$ cat src/design/tme_ram.sv
// Generic single write port, single read port RAM with registered read data.
module tme_ram #(
   parameter int WIDTH = 8,
   parameter int DEPTH = 256
) (
   input  logic                     clock,
   input  logic                     wr_en,
   input  logic [$clog2(DEPTH)-1:0] wr_addr,
   input  logic [WIDTH-1:0]         wr_data,
   input  logic [$clog2(DEPTH)-1:0] rd_addr,
   output logic [WIDTH-1:0]         rd_data
);

   logic [WIDTH-1:0] mem [DEPTH];
   logic [WIDTH-1:0] rd_data_ff;

   // Write when wr_en is high and read every cycle; read data is registered and lands in the next cycle
   always_ff @(posedge clock) begin
      if (wr_en) begin
         mem[wr_addr] <= wr_data;
      end
      rd_data_ff <= mem[rd_addr];
   end

   assign rd_data = rd_data_ff;

endmodule

$ cat config.mk
export PLATFORM = sky130hd
export DESIGN_NAME = tme_ram
export DESIGN_NICKNAME = d
export VERILOG_FILES = /design/src/design/tme_ram.sv
export SDC_FILE = /design/constraint.sdc
export NUM_CORES = 2
export LEC_CHECK = 0
export BUFFER_PORTS_ARGS = -buffer_cell sky130_fd_sc_hd__buf_2
export CORE_MARGIN = 3
export CORE_UTILIZATION = 50
export CTS_CLUSTER_DIAMETER = 200
export DETAILED_ROUTE_END_ITERATION = 16
export PLACE_DENSITY = 0.65
export SYNTH_ARGS = -nofsm -noshare
export SYNTH_HDL_FRONTEND = slang
export SYNTH_SLANG_ARGS = --single-unit
export TNS_END_PERCENT = 20
$ cat constraint.sdc
create_clock -name clock -period 3.6 [get_ports clock]
set_input_delay 0.36 -clock clock [delete_from_list [all_inputs] [get_ports clock]]
set_output_delay 0.36 -clock clock [all_outputs]
set_load 0.005 [all_outputs]
==> flow_summary.toml <==
[logic_synthesis]
ys.flop_type = "edfxtp_1"
synth_area_um2 = 79560
synth_seq_area_share_pct = 77.50
synth_edf_count = 2048
synth_top_area_cell = "edfxtp_1"
synth.top_cell.area_share_pct = 77.30
syn_nets = 3759
synth.area.top_cells = "edfxtp_1 77%, mux4_2 13%, mux2i_1 1.7%"
synth_cells = 3733
async_flop_share_pct = 0
ys_warn_count = 0
avgSynthCellArea_um2 = 21.31
synth_seq_cells = 2056
synth.distinct_cells = 55

[global_route]
grt_overflow = 0
track_usage_pct = 24.35
grt_max_degree = 129
grt_pass1_wl_um = 286400
antenna_found_initial = 7
grt_pass1_vias = 39777

[worst_setup_path]
critPathMaxFanout = 1
worstRegToRegCells = 7
critPathRequiredTime_ps = 4270
reg2reg_setup_slack_ps = 660
worst_setup_path_start_kind = "flip-flop"
r2r-end = "rd_data[7]"
crit_arrival_ps = 3610
r2r_start = "mem[135][7]"
critPathKind = "reg2reg"
endpoint_kind = "flip-flop"
critical_path.startpoint = "mem[135][7]"
worstSetupEndpoint = "rd_data[7]"

[place]
gp_congestion = 0.8424
numPortBuffers = 33
post-place-cells = 5907
hpwlAfterDp_um = 123200

[drt]
num_vias = 39991
drt-total-wl_um = 196700
first_iter_violations = 4839
wl_per_cell_um = 31.26
vias_per_cell = 6.355
drc = 0
first_pass_iters = 6
postRouteAntennaNets = 0

[timing]
report.final.hold_viol_count = 0
setup_viol = 0
rsz0062_at_grt = "false"
maxSlewViolCount = 0
tightest_slew_ps = 1296
clock.fmax_ghz = 0.3399
setup-tns-final_ps = 0
fin_worst_skew_ps = 25.97
period_minus_slack_ps = 2942
slew_headroom_pct = 12.80
fin_crit_sh_pct = 81.73

[finish]
drive_gt1_share_pct = 26.09
final.fill_count = 11484
fin_cells = 6293
fin_nets = 4081
seq_area_um2 = 61660
area_growth_syn_to_layout_pct = 13.53
multi_input_area_um2 = 16500

[clock_tree]
clk_latency_ps = 830
clkTransAtPathRegs_ps = 60
clock_path_buffers = 3
post_cts_buffers = 0
cts_buffers = 201
htreeDepth = 4
cts_resized = 0
ctsRootBufferMaster = "clkbuf_16"
cts_tree = "done"
cts_sinks = 2056

[floorplanning]
die_h_um = 404.9
die_x_um = 404.9
ioPinCount = 34
rows = 145
initial_core_util_pct = 50.64
core_um2 = 157100
die_area_um2 = 163900

[hold_path]
worstHoldStart = "wr_data[0]"
min_path_type = "in2reg"

[pwr]
p_per_area_nw_per_um2 = 547.9
max-vdd-ir-drop_uv = 451.7
p_leak_nw = 28.35

[run]
max_cap_viol_count = 0

[outcome]
status = "finished clean"
==> synth_stat cells, drive strengths merged (2+ instances only) <==
master	count
a2111oi	5
a211oi	16
a21oi	96
a221oi	14
a22o	8
a22oi	133
a311oi	2
a31oi	2
and2	6
and3b	2
buf	122
clkbuf	111
dfxtp	8
edfxtp	2048
mux2i	134
mux4	456
nand2	33
nand2b	8
nand3	34
nand3b	2
nand4	10
nor2	282
nor2b	31
nor3	22
nor4	27
o211ai	10
o21ai	12
o221ai	47
o22a	5
o22ai	28
o32ai	5
or2	4
==> layout by cell type (no fill, tap or decap), types with 31 or more instances in the layout <==
cell type,netlist,final
nand2_1,33,33
nor2_1,282,279
edfxtp_1,2048,2048
clkbuf_1,111,49
clkbuf_16,0,203
a22oi_1,133,133
clkinv_1,1,51
o221ai_1,46,46
clkinv_2,0,31
mux4_2,454,454
mux2i_1,134,134
nand3_1,34,31
buf_4,27,283
buf_12,8,34
a21oi_1,96,96
==> metal layers <==
| layer | wire length, um | vias to the layer above | track usage (%) | part of all wire [%] |
|---|---|---|---|---|
| met4 | 5736 | 0 | 7.432 | 2.9 |
| met3 | 18320 | 338 | 4.525 | 9.3 |
| met2 | 92720 | 2085 | 37.22 | 47 |
| met1 | 79950 | 21189 | 36.14 | 41 |
| li1 | - | 16379 | - | - |
| met5 | 0 | - | 0 | 0 |
==> stage by stage <==
stage                     total power [mW]  hold WS [ps]  setup WS, ps  area, um^2  util, %
after detailed placement             29.41         832.2        -85.13       83810    53.34
after global placement               29.38         826.1        -50.49       83810    53.34
after floorplan                      28.20         458.9          1302       79560        -
after global routing                 50.87         59.29         634.4       90310    57.48
after CTS                            49.79         37.81         695.5       90310    57.48
final                                49.49         40.11         657.8       90320    57.49
==> state kept, by name (all words and copies together) (netlist names) <==
| name | cells |
|---|---|
| mem | 2048 |
| rd_data | 8 |
==> critical path: stages (launching register included) <==
cell,delay (ps)
edfxtp_1,360
mux4_2,530
mux4_2,530
nor2_1,180
a2111oi_2,70
buf_4,180
nor3_1,830
nor4_1,120
==> where the power goes <==
part / leakage (nW) / internal (mW) / total (mW) / switching (mW)
logic: 6.72 / 0.889 / 2.46 / 1.57
registers: 18.5 / 26.4 / 26.4 / 0.0536
clock network: 3.15 / 11.7 / 20.6 / 8.84
total: 28.3 / 39.0 / 49.5 / 10.5
==> cell type report <==
class	count	share of cell area (%)
diodes	7	0.01939
flip-flops and latches	2056	68.27
multi-input cells	1442	18.27
repair buffers	352	3.423
clock inverters	117	1.227
inverters	2	0.008312
clock buffers	259	5.934
well taps	2058	2.851
==> worst min-delay path by stage <==
stage                   to  depth (start not counted)  slack (ps)
6_report       mem[227][0]                          1          40
5_1_grt        mem[227][0]                          1          60
4_1_cts        mem[227][0]                          1          40
3_5_place_dp    rd_data[5]                          1         830
3_3_place_gp   mem[227][4]                          1         830
2_1_floorplan    mem[0][0]                          0         460
==> what timing repair did <==
action | 4_1_cts | 5_1_grt
hold buffers | 3 | 0
endpoints found under the hold margin | 89 | 0
setup endpoints to repair | 0 | 0
==> kinds of logic (layout without fill, tap and decap cells) <==
logic type / Yosys count / after routing / share of synthesized area [%]
AO/OA/AOI/OAI: 385 / 385 / 3.419
buffers and inverters: 235 / 730 / 1.831
AND/OR/NAND/NOR: 466 / 466 / 2.628
other: 0 / 7 / 0
multiplexers: 591 / 591 / 14.62
flip-flops: 2056 / 2056 / 77.50
No activity file was read; power rests on OpenSTA's default activity.
