**src/design/tme_pkg.sv**
```systemverilog
// Shared types and codes for the tape machine executor.
package tme_pkg;

   // Instruction codes carried on the request
   typedef enum logic [2:0] {
      FUNC_INC   = 3'd0,
      FUNC_DEC   = 3'd1,
      FUNC_LEFT  = 3'd2,
      FUNC_RIGHT = 3'd3,
      FUNC_INPUT = 3'd4,
      FUNC_OUTPUT = 3'd5,
      FUNC_JZ    = 3'd6,
      FUNC_JNZ   = 3'd7
   } func_type;

   // Fault codes returned with each result
   typedef enum logic [1:0] {
      FAULT_NONE  = 2'd0,
      FAULT_UNDER = 2'd1,
      FAULT_OVER  = 2'd2
   } fault_type;

   // Sequencer states
   typedef enum logic [1:0] {
      ST_CLEAR,
      ST_IDLE,
      ST_EXEC
   } state_type;

   // Operation of the shared adder
   typedef enum logic {
      ALU_ADD,
      ALU_SUB
   } alu_op_type;

   // Control group from the sequencer to the shared adder
   typedef struct packed {
      alu_op_type op;
   } alu_ctl_type;

endpackage

```
**src/design/tme_alu.sv**
```systemverilog
// Shared add/subtract unit used for cell arithmetic and pointer moves.
module tme_alu #(
   parameter int WIDTH = 17
) (
   input  tme_pkg::alu_ctl_type ctl,
   input  logic [WIDTH-1:0]     opa,
   input  logic [WIDTH-1:0]     opb,
   output logic [WIDTH-1:0]     result
);
   import tme_pkg::*;

   // Add or subtract; with zero-extended operands the top bit flags a borrow
   always_comb begin
      case (ctl.op)
         ALU_ADD: result = opa + opb;
         ALU_SUB: result = opa - opb;
         default: result = opa + opb;
      endcase
   end

endmodule

```
**config.mk**
```make
export PLATFORM = sky130hd
export DESIGN_NAME = tme_alu
export DESIGN_NICKNAME = d
export VERILOG_FILES = /design/src/design/tme_pkg.sv /design/src/design/tme_alu.sv
export SDC_FILE = /design/constraint.sdc
export NUM_CORES = 1
export LEC_CHECK = 0
export BUFFER_PORTS_ARGS = -buffer_cell sky130_fd_sc_hd__buf_4
export CELL_PAD_IN_SITES_DETAIL_PLACEMENT = 1
export CELL_PAD_IN_SITES_GLOBAL_PLACEMENT = 1
export CORE_MARGIN = 10
export CORE_UTILIZATION = 37
export DETAILED_ROUTE_END_ITERATION = 12
export PLACE_DENSITY_LB_ADDON = 0.12
export SYNTH_ARGS = -nofsm -noshare
export SYNTH_HDL_FRONTEND = slang
export SYNTH_SLANG_ARGS = --single-unit
```
**constraint.sdc**
```tcl
create_clock -name vclk -period 10.8
set_clock_uncertainty 0.05 [all_clocks]
set_input_delay 2.7 -clock vclk [all_inputs]
set_output_delay 2.7 -clock vclk [all_outputs]
set_load 0.02 [all_outputs]
```
==> results.py, run 1 <==
metrics = {
    "status": {
        "status": "finished, final reports clean",
    },
    "power_and_ir_drop": {
        "leakagePower_nw": 0.719,
        "power_density_mw_per_mm2": 104,
        "ir_drop_mv": 0.0305,
    },
    "layout": {
        "nClkBuffers": 0,
        "nets": 260,
        "design.seq.count": 0,
        "syn2layout_area_growth_pct": 36.7,
        "layout-drive-gt1-share_pct": 28.8,
        "design_area_mm2": 0.00154,
        "layout_common_cells": "buf_4 (52), xnor2_1 (21), a21oi_1 (17), nor2_1 (17), ha_1 (17)",
        "register_area_um2": 0,
        "diodes": 0,
        "final_core_util_pct": 54.5,
        "final_common_cell": "buf_4",
    },
    "route": {
        "ant_nets": 0,
        "vias": 1334,
        "drt_first_pass_iters": 4,
        "wl_mm": 3.97,
        "post-route-drc-count": 0,
        "avgViaCountPerCell": 5.65,
        "wl_per_cell_um": 16.8,
        "drt_iter0_drc": 43,
    },
    "worst_setup_path": {
        "worstSetupEndpointType": "primary output",
        "critical_path_class": "input port to primary output",
        "critPathArrivalTime_ns": 5.72,
        "crit_path_max_fanout": 5,
        "required_ns": 8.05,
        "cp-endpoint": "result[14]",
        "crit_start": "opb[0]",
        "cp-start-kind": "input port",
    },
    "timing": {
        "drv_slew": 0,
        "timing.final.crit_share_pct": 78.5,
        "finalSetupTns_ns": 0,
        "hold_viol_final": 0,
        "timing.final.ws_setup_ns": 2.33,
        "period_needed_ns": 8.47,
        "worst_pin_slew_ns": 0.459,
        "slew_headroom_pct": 69.3,
        "finalSetupViolCount": 0,
        "holdWs_ns": 5.74,
        "rsz0062_at_grt": "false",
        "clock.fmax_ghz": 0.118,
    },
    "flow_run": {
        "cap_violations": 0,
    },
    "synth": {
        "synth.distinct_cells": 43,
        "avgSynthCellArea_um2": 7.19,
        "synthCells": 157,
        "syn_nets": 210,
        "yosys_warnings": 0,
        "ys_seq_area_share_pct": 0,
        "synth_area_mm2": 0.00113,
    },
    "die": {
        "die_area_mm2": 0.00566,
        "initial_utilization_pct": 39.9,
        "die_y_um": 75.2,
        "core_region_area_mm2": 0.00283,
        "rows": 19,
        "dieWidth_um": 75.2,
        "io_pins": 52,
    },
    "place": {
        "pre_cts_ws_ns": 2.36,
        "dp_hpwl_mm": 3.60,
        "routabilityCongestion": 0.874,
        "portBuffers": 52,
        "placed_area_mm2": 0.00154,
    },
    "grt": {
        "grt_pass1_wl_mm": 6.56,
        "grt.total_usage_pct": 13.8,
        "grt_max_degree": 13,
        "overflow": 0,
        "grt_pass1_vias": 1443,
        "grt_antenna_before_repair": 0,
    },
    "clock_network": {
        "holdBufCountCts": 0,
        "postCtsResizedCells": 0,
        "postCtsSetupRepairBufs": 0,
    },
    "hold_path": {
        "hold_path.class": "input port to primary output",
    },
}
worst min-delay path by stage:
stage | cells past startpoint | from | slack, ns | endpoint
after global routing | 3 | opa[1] | 5.76 | result[1]
after CTS | 4 | opb[0] | 5.74 | result[0]
after detailed placement | 4 | opb[0] | 5.74 | result[0]
final | 4 | opb[0] | 5.74 | result[0]
after global placement | 4 | opb[0] | 5.73 | result[0]
after floorplan | 2 | opb[0] | 5.53 | result[0]
final cells by class:
class | instances | area (um^2)
tap | 31 | 38.8
inverter | 14 | 52.6
timing repair buffer | 52 | 390
fill | 396 | 1290
multi-input combinational | 139 | 1060
worst max-delay path, stage by stage:
cell and delay (ns):
buf_4 0.12, inv_1 0.05, ha_1 0.17, or4b_4 0.51, nor2_1 0.13, nor2_1 0.06, xnor2_1 0.13, ha_1 0.38
nand2_1 0.12, nor4_1 0.44, nor2_1 0.21, o311a_1 0.38, xnor2_1 0.15, buf_4 0.16
cell usage after synthesis (all sizes together):
cell | count | area share, %
fa | 1 | 1.8
a221oi | 1 | 0.78
inv | 14 | 4.7
a21oi | 18 | 8.3
o32ai | 1 | 0.78
a41oi | 1 | 0.78
and2 | 1 | 0.55
a211oi | 1 | 0.67
o311ai | 1 | 0.78
o21ai | 10 | 4.8
a31oi | 2 | 1.1
nand3 | 1 | 0.44
o311a | 1 | 0.89
o21bai | 2 | 1.3
ha | 17 | 19
nor4 | 3 | 3.0
xor2 | 9 | 7.0
clkbuf | 3 | 1.0
a21boi | 1 | 0.67
a221o | 1 | 0.89
buf | 1 | 0.33
mux2i | 1 | 0.89
o211ai | 1 | 0.67
a32o | 1 | 0.89
a21o | 3 | 2.0
nand2 | 6 | 2.0
or4b | 1 | 1.2
nor4b | 1 | 0.78
nor2 | 17 | 5.7
xnor2 | 22 | 18
o31ai | 2 | 1.3
nand4 | 3 | 1.7
nor3 | 2 | 0.89
nand3b | 1 | 0.67
nor3b | 1 | 0.67
o41ai | 1 | 0.78
or4 | 3 | 2.3
or2 | 1 | 0.55
metrics by stage:
step,std cells,total power [W]
3_3_place_gp,236,0.000156
4_1_cts,236,0.000162
5_1_grt,236,0.000174
2_1_floorplan,157,0.0000988
6_report,236,0.000160
3_5_place_dp,236,0.000161
logic make-up after synthesis:
| family | count (synthesis) | share of synthesized area [%] |
|---|---|---|
| compound gates | 48 | 27.4 |
| simple gates | 41 | 20.4 |
| xor+xnor | 31 | 24.7 |
| fa+ha+maj | 18 | 20.6 |
| buf+inv | 18 | 5.99 |
| mux | 1 | 0.887 |
layer usage:
metal	vias up	track usage (%)	part of all wire, %
met2	34	26.6	51
li1	667	-	-
met5	-	0	0
met3	2	1.58	4.5
met4	0	1.03	0.28
met1	631	16.4	44
where the power goes:
group          internal, W  switching [W]  total, W
clock                    0              0         0
combinational    0.0000708      0.0000890  0.000160
sequential               0              0         0
total            0.0000708      0.0000890  0.000160
(Power assumes the default switching activity.)
==> run 2, diff against run 1 <==
CORE_UTILIZATION = 31   (was 37)
clock period = 7.1 ns   (was 10.8 ns; I/O delays follow)
==> run 2 against run 1 <==
Against the previous run:
- sequential cell count is the same
- hold slack got worse by 1.9 ns
- largest power group unchanged
- highest routed layer unchanged
- first-iteration DRC count is 91% higher
- combinational power is 52% higher
- total power rose by 53%
- core utilization shrank 8.8 points
- largest cell class unchanged
- clock-buffer cell count unchanged
- critical path depth is 2 lower
- critical path type unchanged
==> results.py, run 2 (same netlist as run 1, synthesis figures left out) <==
metrics = {
    "grt": {
        "grt.total_usage_pct": 11.9,
        "grt_pass1_vias": 1367,
        "grt_antenna_before_repair": 0,
        "grt_max_degree": 13,
        "overflow": 0,
        "grt_pass1_wl_mm": 6.59,
    },
    "layout": {
        "nets": 260,
        "diodes": 0,
        "layout-drive-gt1-share_pct": 28.8,
        "fill_cells": 446,
        "design.seq.count": 0,
        "register_area_um2": 0,
        "nClkBuffers": 0,
        "stdcell_count": 251,
        "multiInputGateArea_mm2": 0.00106,
        "layout_common_cells": "buf_4 (52), xnor2_1 (21), a21oi_1 (17), nor2_1 (17), ha_1 (17)",
        "syn2layout_area_growth_pct": 38.4,
        "final_common_cell": "buf_4",
    },
    "place": {
        "routabilityCongestion": 0.865,
        "dp.cells": 251,
        "portBuffers": 52,
        "dp_hpwl_mm": 3.61,
    },
    "die": {
        "rows": 21,
        "io_pins": 52,
        "die_area_mm2": 0.00645,
        "die_y_um": 80.3,
        "initial_utilization_pct": 33.0,
        "dieWidth_um": 80.3,
        "core_region_area_mm2": 0.00342,
    },
    "route": {
        "vias": 1319,
        "drt_first_pass_iters": 4,
        "wl_mm": 3.98,
        "ant_nets": 0,
        "wl_per_cell_um": 15.9,
        "post-route-drc-count": 0,
        "avgViaCountPerCell": 5.25,
        "drt_iter0_drc": 82,
    },
    "worst_setup_path": {
        "required_ns": 5.28,
        "critical_path_class": "input port to primary output",
        "critPathArrivalTime_ns": 4.81,
        "path_cells": "buf_4 -> or4_1 -> o21ai_2 -> o21ai_0 -> xnor2_1 -> ha_1 -> nand2_1 -> nor4_1 -> nor2_1 -> o311a_1 -> xnor2_1 -> buf_4",
        "cp-start-kind": "input port",
        "critical_path.slowest_cell": "or4_1",
        "worstSetupEndpointType": "primary output",
        "crit_buf_inv": 2,
        "crit_path_max_fanout": 5,
        "crit_family": "simple AND/OR/NAND/NOR gates",
        "critical-path-max-stage-delay_ns": 0.57,
    },
    "timing": {
        "clock.fmax_ghz": 0.151,
        "timing.final.crit_share_pct": 93.5,
        "period_needed_ns": 6.64,
        "finalSetupTns_ns": 0,
        "drv_slew": 0,
        "worst_pin_slew_ns": 0.496,
        "finalSetupViolCount": 0,
        "rsz0062_at_grt": "false",
        "slew_headroom_pct": 66.8,
        "hold_viol_final": 0,
    },
    "power_and_ir_drop": {
        "ir_drop_mv": 0.0452,
        "leakagePower_nw": 0.719,
        "power_density_mw_per_mm2": 156,
    },
    "clock_network": {
        "postCtsResizedCells": 0,
        "postCtsSetupRepairBufs": 0,
        "holdBufCountCts": 0,
    },
    "status": {
        "status": "finished, final reports clean",
    },
    "hold_path": {
        "hold_path.class": "input port to primary output",
    },
    "flow_run": {
        "cap_violations": 0,
    },
}
run 2: stage by stage:
| stage | utilization, % | total power, W | hold slack [ns] | setup slack (ns) | area (um^2) |
|---|---|---|---|---|---|
| after global placement | 45.7 | 0.000242 | 3.88 | 0.521 | 1560 |
| after global routing | 45.7 | 0.000267 | 3.91 | 0.236 | 1560 |
| after detailed placement | 45.7 | 0.000246 | 3.89 | 0.468 | 1560 |
| after floorplan | - | 0.000150 | 3.68 | 0.894 | 1130 |
| after CTS | 45.7 | 0.000247 | 3.89 | 0.472 | 1560 |
| final | 45.7 | 0.000244 | 3.88 | 0.464 | 1560 |
run 2: final timing paths:
| path | startpoint | to | cells after the start |
|---|---|---|---|
| worst max-delay path | opb[2] | result[14] | 12 |
| worst min-delay path | opb[0] | result[0] | 4 |
run 2: area by class of cell:
class	instances	share of cell area (%)
inverter	14	3.37
multi-input combinational	139	67.9
tap	46	3.69
timing repair buffer	52	25.0
run 2: power breakdown:
group	switching (W)	internal (W)	total [W]
Combinational	0.000136	0.000108	0.000244
Sequential	0	0	0
Clock	0	0	0
run 2: metal layers:
metal	vias to the layer above	part of all wire, %	global-route usage [%]
li1	671	-	-
met3	4	6.4	2.34
met5	-	0	0
met1	602	46	14.9
met4	0	0.53	0.528
met2	42	47	21.3
